File: src/rtl/core/bcp_pkg.sv
// bcp_pkg: shared types, widths and constants of the brightness centroid pointer.
// Used by bcp_ctrl, bcp_datapath and brightness_centroid_pointer; depends on nothing.
package bcp_pkg;

  localparam int unsigned MomW   = 46;
  localparam int unsigned TotW   = 34;
  localparam int unsigned NumW   = 54;          // dividend: moment shifted by eight
  localparam int unsigned RemW   = TotW + 1;
  localparam int unsigned OffW   = 27;          // signed Q8 offset
  localparam int unsigned M2W    = 53;
  localparam int unsigned MagW   = 27;
  localparam int unsigned DirW   = 10;          // signed Q8 unit part
  localparam int unsigned CorW   = 20;
  localparam int unsigned AngW   = 18;
  localparam int unsigned CntW   = 6;
  localparam int unsigned DivSteps  = NumW;
  localparam int unsigned SqrtSteps = 27;
  localparam int unsigned CorSteps  = 16;
  localparam int unsigned CfgW   = 16;
  localparam int unsigned DimCfgW = 13;
  localparam logic [15:0] LfsrMask = 16'hB400;
  localparam logic [CorW-1:0] CorX0 = CorW'(9949);

  typedef enum logic [1:0] {
    CFG_WIDTH = 2'd0,
    CFG_HEIGHT = 2'd1,
    CFG_DEAD_ZONE = 2'd2,
    CFG_SEED = 2'd3
  } cfg_idx_e;

  typedef enum logic [4:0] {
    CMD_NONE,
    CMD_ACC,
    CMD_DIV_LDX,
    CMD_DIV_LDY,
    CMD_DIV_LDUX,
    CMD_DIV_LDUY,
    CMD_DIV_STEP,
    CMD_ST_VX,
    CMD_ST_VY,
    CMD_SQ1,
    CMD_SQ2,
    CMD_SQRT_LD,
    CMD_SQRT_STEP,
    CMD_ST_UX,
    CMD_ST_UY,
    CMD_RND_LD,
    CMD_COR_STEP,
    CMD_ST_RDIR,
    CMD_PLACE
  } cmd_e;

  typedef struct packed {
    cmd_e       op;
    logic [3:0] idx;   // CORDIC iteration
  } cmd_t;

  typedef struct packed {
    logic frame_end;
    logic total_zero;
    logic below_dz;
    logic mag_zero;
  } sts_t;

  function automatic logic [AngW-1:0] atan_q14(input logic [3:0] i);
    logic [AngW-1:0] v;
    case (i)
      4'd0: v = AngW'(16384);
      4'd1: v = AngW'(9672);
      4'd2: v = AngW'(5110);
      4'd3: v = AngW'(2594);
      4'd4: v = AngW'(1302);
      4'd5: v = AngW'(652);
      4'd6: v = AngW'(326);
      4'd7: v = AngW'(163);
      4'd8: v = AngW'(81);
      4'd9: v = AngW'(41);
      4'd10: v = AngW'(20);
      4'd11: v = AngW'(10);
      4'd12: v = AngW'(5);
      4'd13: v = AngW'(3);
      default: v = AngW'(1);
    endcase
    return v;
  endfunction

endpackage

File: src/rtl/core/bcp_ctrl.sv
// bcp_ctrl: sequencer of the pointer block; steps the datapath through accumulate,
// divide, square root, CORDIC and placement. Depends on bcp_pkg.
module bcp_ctrl (
  input  logic          clk_i,
  input  logic          rst_ni,
  input  logic          in_valid_i,
  output logic          in_ready_o,
  input  logic          out_free_i,
  input  bcp_pkg::sts_t sts_i,
  output bcp_pkg::cmd_t cmd_o
);
  import bcp_pkg::*;

  typedef enum logic [4:0] {
    S_ACC, S_DXL, S_DX, S_VX, S_DYL, S_DY, S_VY, S_SQ1, S_SQ2, S_CMP,
    S_SRL, S_SR, S_MAG, S_UXL, S_UX, S_UXS, S_UYL, S_UY, S_UYS,
    S_RND, S_COR, S_RDIR, S_PLACE
  } state_e;

  state_e        state_q, state_d;
  logic [CntW-1:0] cnt_q, cnt_d;

  assign in_ready_o = (state_q == S_ACC);

  always_comb begin
    state_d = state_q;
    cnt_d   = cnt_q + CntW'(1);
    cmd_o.op  = CMD_NONE;
    cmd_o.idx = cnt_q[3:0];
    case (state_q)
      S_ACC: begin
        cnt_d = '0;
        if (in_valid_i) begin
          cmd_o.op = CMD_ACC;
          if (sts_i.frame_end) state_d = S_DXL;
        end
      end
      S_DXL: begin
        cmd_o.op = CMD_DIV_LDX;
        cnt_d = '0;
        state_d = sts_i.total_zero ? S_RND : S_DX;
      end
      S_DX: begin
        cmd_o.op = CMD_DIV_STEP;
        if (cnt_q == CntW'(DivSteps - 1)) state_d = S_VX;
      end
      S_VX: begin cmd_o.op = CMD_ST_VX; state_d = S_DYL; end
      S_DYL: begin cmd_o.op = CMD_DIV_LDY; cnt_d = '0; state_d = S_DY; end
      S_DY: begin
        cmd_o.op = CMD_DIV_STEP;
        if (cnt_q == CntW'(DivSteps - 1)) state_d = S_VY;
      end
      S_VY: begin cmd_o.op = CMD_ST_VY; state_d = S_SQ1; end
      S_SQ1: begin cmd_o.op = CMD_SQ1; state_d = S_SQ2; end
      S_SQ2: begin cmd_o.op = CMD_SQ2; state_d = S_CMP; end
      S_CMP: state_d = sts_i.below_dz ? S_RND : S_SRL;
      S_SRL: begin cmd_o.op = CMD_SQRT_LD; cnt_d = '0; state_d = S_SR; end
      S_SR: begin
        cmd_o.op = CMD_SQRT_STEP;
        if (cnt_q == CntW'(SqrtSteps - 1)) state_d = S_MAG;
      end
      S_MAG: state_d = sts_i.mag_zero ? S_RND : S_UXL;
      S_UXL: begin cmd_o.op = CMD_DIV_LDUX; cnt_d = '0; state_d = S_UX; end
      S_UX: begin
        cmd_o.op = CMD_DIV_STEP;
        if (cnt_q == CntW'(DivSteps - 1)) state_d = S_UXS;
      end
      S_UXS: begin cmd_o.op = CMD_ST_UX; state_d = S_UYL; end
      S_UYL: begin cmd_o.op = CMD_DIV_LDUY; cnt_d = '0; state_d = S_UY; end
      S_UY: begin
        cmd_o.op = CMD_DIV_STEP;
        if (cnt_q == CntW'(DivSteps - 1)) state_d = S_UYS;
      end
      S_UYS: begin cmd_o.op = CMD_ST_UY; state_d = S_PLACE; end
      S_RND: begin cmd_o.op = CMD_RND_LD; cnt_d = '0; state_d = S_COR; end
      S_COR: begin
        cmd_o.op = CMD_COR_STEP;
        if (cnt_q == CntW'(CorSteps - 1)) state_d = S_RDIR;
      end
      S_RDIR: begin cmd_o.op = CMD_ST_RDIR; state_d = S_PLACE; end
      S_PLACE: begin
        if (out_free_i) begin
          cmd_o.op = CMD_PLACE;
          state_d = S_ACC;
        end
      end
      default: state_d = S_ACC;
    endcase
  end

  always_ff @(posedge clk_i or negedge rst_ni) begin
    if (!rst_ni) begin
      state_q <= S_ACC;
      cnt_q   <= '0;
    end else begin
      state_q <= state_d;
      cnt_q   <= cnt_d;
    end
  end

endmodule

File: config.mk
export PLATFORM = sky130hd
export DESIGN_NAME = bcp_ctrl
export DESIGN_NICKNAME = d
export VERILOG_FILES = /design/src/rtl/core/bcp_pkg.sv /design/src/rtl/core/bcp_ctrl.sv
export SDC_FILE = /design/constraint.sdc
export NUM_CORES = 1
export LEC_CHECK = 0
export BUFFER_PORTS_ARGS = -buffer_cell sky130_fd_sc_hd__buf_2
export CORE_MARGIN = 8
export CORE_UTILIZATION = 59
export DETAILED_ROUTE_END_ITERATION = 10
export HOLD_SLACK_MARGIN = 0.1
export PLACE_DENSITY = 0.82
export RECOVER_POWER = 50
export SYNTH_ARGS = -nofsm -noshare
export SYNTH_HDL_FRONTEND = slang
export SYNTH_SLANG_ARGS = --single-unit
File: constraint.sdc
create_clock -name clk_i -period 2.9 [get_ports clk_i]
set_input_delay 0.435 -clock clk_i [delete_from_list [all_inputs] [get_ports clk_i]]
set_output_delay 0.435 -clock clk_i [all_outputs]
set_load 0.005 [all_outputs]
==> results.ini <==
[die]
core-area_um2=1710
die_y_um=58.2
dieArea_um2=3380
initial_core_util=0.615
fp-row-count=15
die_w_um=58.2
io-pin-count=18

[logic_synthesis]
syn_avg_cell_area_um2=7.55
synth_top_cell_area_share=0.262
yosysTopAreaCell=dfrtp_1
yosysUniqueCellTypes=41
ys_seq_area_frac=0.262
ys_ff_latch=11
synth.area.top_cells=dfrtp_1 26%, nand2_1 6.8%, nor2_1 6.4%
synthCells=139
syn_area_um2=1050
yosysWarnings=0
syn-num-nets=150

[finish]
fillers=147
layout-area-overhead-vs-synth_pct=7.87
fin_nets=159
layout_commonest_cell=nand2_1
stdcell_area_um2=1130
antenna_cells=0
layout_common_cells=19 x nand2_1, 18 x nor2_1, 15 x buf_2, 11 x dfrtp_1, 9 x a21oi_1
drive_above_1_share=0.190

[timing]
hold_violations=0
maxSlewHeadroom=0.515
tns_ns=0
finalSetupViolCount=0
period_minus_slack_ns=2.35
final_max_slew_viol_count=0
worstMarginPinSlew_ns=0.727
skew_ns=0.00676
max_freq_mhz=426
fin_crit_sh=0.810
rsz0062_at_grt=false

[power_and_ir_drop]
worst_ir_drop_vdd_mv=0.816
p_int_uw=674
p_comb_frac=0.636
p_clk_frac=0.080
switching_share=0.485
pwr_density_cell_nw_per_um2=1150
seq_power_share=0.284
power_switching_uw=634
leakage_uw=0.000511

[drt]
vias_per_cell=5.88
first_pass_iters=4
detail-route-antenna-nets=0
drt-initial-drc-count=46
num_vias=1012
avgRoutedWirePerCell_um=14.3
drc=0
drt_wl_total_um=2460

[placement]
post-dp-hpwl_um=1820
port_buffers=17
post_dp_cell_area_um2=1100
gp_congestion=0.883

[global_routing]
overflow=0
grt_pass1_wl_um=4310
grt_max_degree=26
grtUsageTotal=0.159
grt_pass1_vias=968
antenna_found_initial=0

[setup_path]
critical_path_class=flop to output port
reg2regPathDepth=5
cp.required_ns=2.47
end_kind=output port
rr_startpoint=state_q[3]
critPathLaunchType=flop
arrival_ns=1.91
critical_path.startpoint=state_q[4]
critPathMaxFanout=24
timing.reg2reg.setup_slack_ns=0.55
worst_r2r_endpoint=state_q[2]

[clock_tree]
clk_latency_ns=0.28
tritoncts=done
path_clk_slew_ns=0.07
htreeDepth=1
root_buffer=clkbuf_4
post_cts_buffers=0
cts_buffers=3
clkSinkCount=11
clk_path_buf_depth=2

[run]
maxCapViolCount=0

[hold_path]
holdPathEnd=cnt_q[0]
min_delay_path_depth=1
min_from=cnt_q[0]
min_path_type=flop to flop

[run_status]
status=finished, final reports clean

==> cells in the mapped netlist (all sizes together) <==
cell and number:
mux2 5, a32oi 1, nor2 18, a21boi 4
nor2b 3, nand2 19, inv 3, and3 1
a2111oi 1, nand3b 2, a21oi 9, o221ai 1
a31oi 2, nor4b 1, o211a 1, clkbuf 7
a211oi 2, xnor2 3, or3 1, nand4 1
o21ai 7, or2 1, nor3 1, mux2i 1
nor4bb 1, buf 10, nand2b 3, nand3 4
nor4 4, dfrtp 11, a22oi 1, ha 3
o32ai 2, o22ai 2, a2111o 1, xor2 2
==> flip-flops by register name (all words and copies together), names as in the netlist <==
name	flops
cnt_q	6
state_q	5
==> worst max-delay path: stages (launching register included) <==
cell and delay, ns:
dfrtp_1 0.77, nor2b_1 0.30, nand2_1 0.08, nand2_1 0.07, a22oi_1 0.08, o22ai_1 0.19, buf_2 0.15
==> routing by layer <==
metal,up-vias,part of all wire,GRT usage
li1,501,-,-
met1,472,0.43,0.190
met2,32,0.48,0.255
met3,7,0.072,0.0464
met4,0,0.018,0.0769
met5,-,0,0
==> per-stage QoR <==
step	total power, uW	util	hold slack (ns)	setup slack, ns	std cells
after floorplan	1020	-	0.139	1.09	139
after global placement	1170	0.642	0.310	0.741	167
after detailed placement	1200	0.642	0.316	0.605	167
after CTS	1310	0.664	0.546	0.586	172
after global routing	1450	0.663	0.589	0.406	172
final	1310	0.663	0.541	0.550	172
==> power by group through the flow <==
stage / Clock, uW / Sequential (uW) / Combinational (uW)
after CTS: 110 / 367 / 835
after floorplan: 0 / 258 / 762
after detailed placement: 0 / 371 / 825
final: 105 / 371 / 832
after global routing: 120 / 392 / 934
after global placement: 0 / 364 / 802
==> what timing repair did <==
item | in CTS | in global routing
gates resized for setup | 0 | 0
hold endpoints to repair | 11 | 0
hold buffers | 1 | 0
==> how the worst max path moves through the flow <==
stage                            end  depth (start not counted)
after floorplan             cmd_o[7]                          6
after global placement    state_q[2]                          5
after detailed placement  state_q[4]                          5
after CTS                 state_q[2]                          5
after global routing        cmd_o[5]                          6
final                       cmd_o[5]                          6
==> final cells by class <==
type | instances | area (um2) | share of cell area
clock buffer | 3 | 22.5 | 0.0199
clock inverter | 1 | 5.00 | 0.00442
inverter | 3 | 11.3 | 0.00994
multi-input combinational | 108 | 672 | 0.593
sequential | 11 | 275 | 0.243
tap | 25 | 31.3 | 0.0276
timing repair buffer | 21 | 115 | 0.102
==> logic make-up after synthesis <==
group | count (synthesis) | share of synthesized area
AND/OR/NAND/NOR | 60 | 0.272
AO/OA/AOI/OAI | 34 | 0.213
buffers and inverters | 20 | 0.0977
flip-flops | 11 | 0.262
multiplexers | 6 | 0.0775
XOR/XNOR | 5 | 0.0417
adder cells (fa/ha/maj) | 3 | 0.0358
No activity file was read; power rests on OpenSTA's default activity.
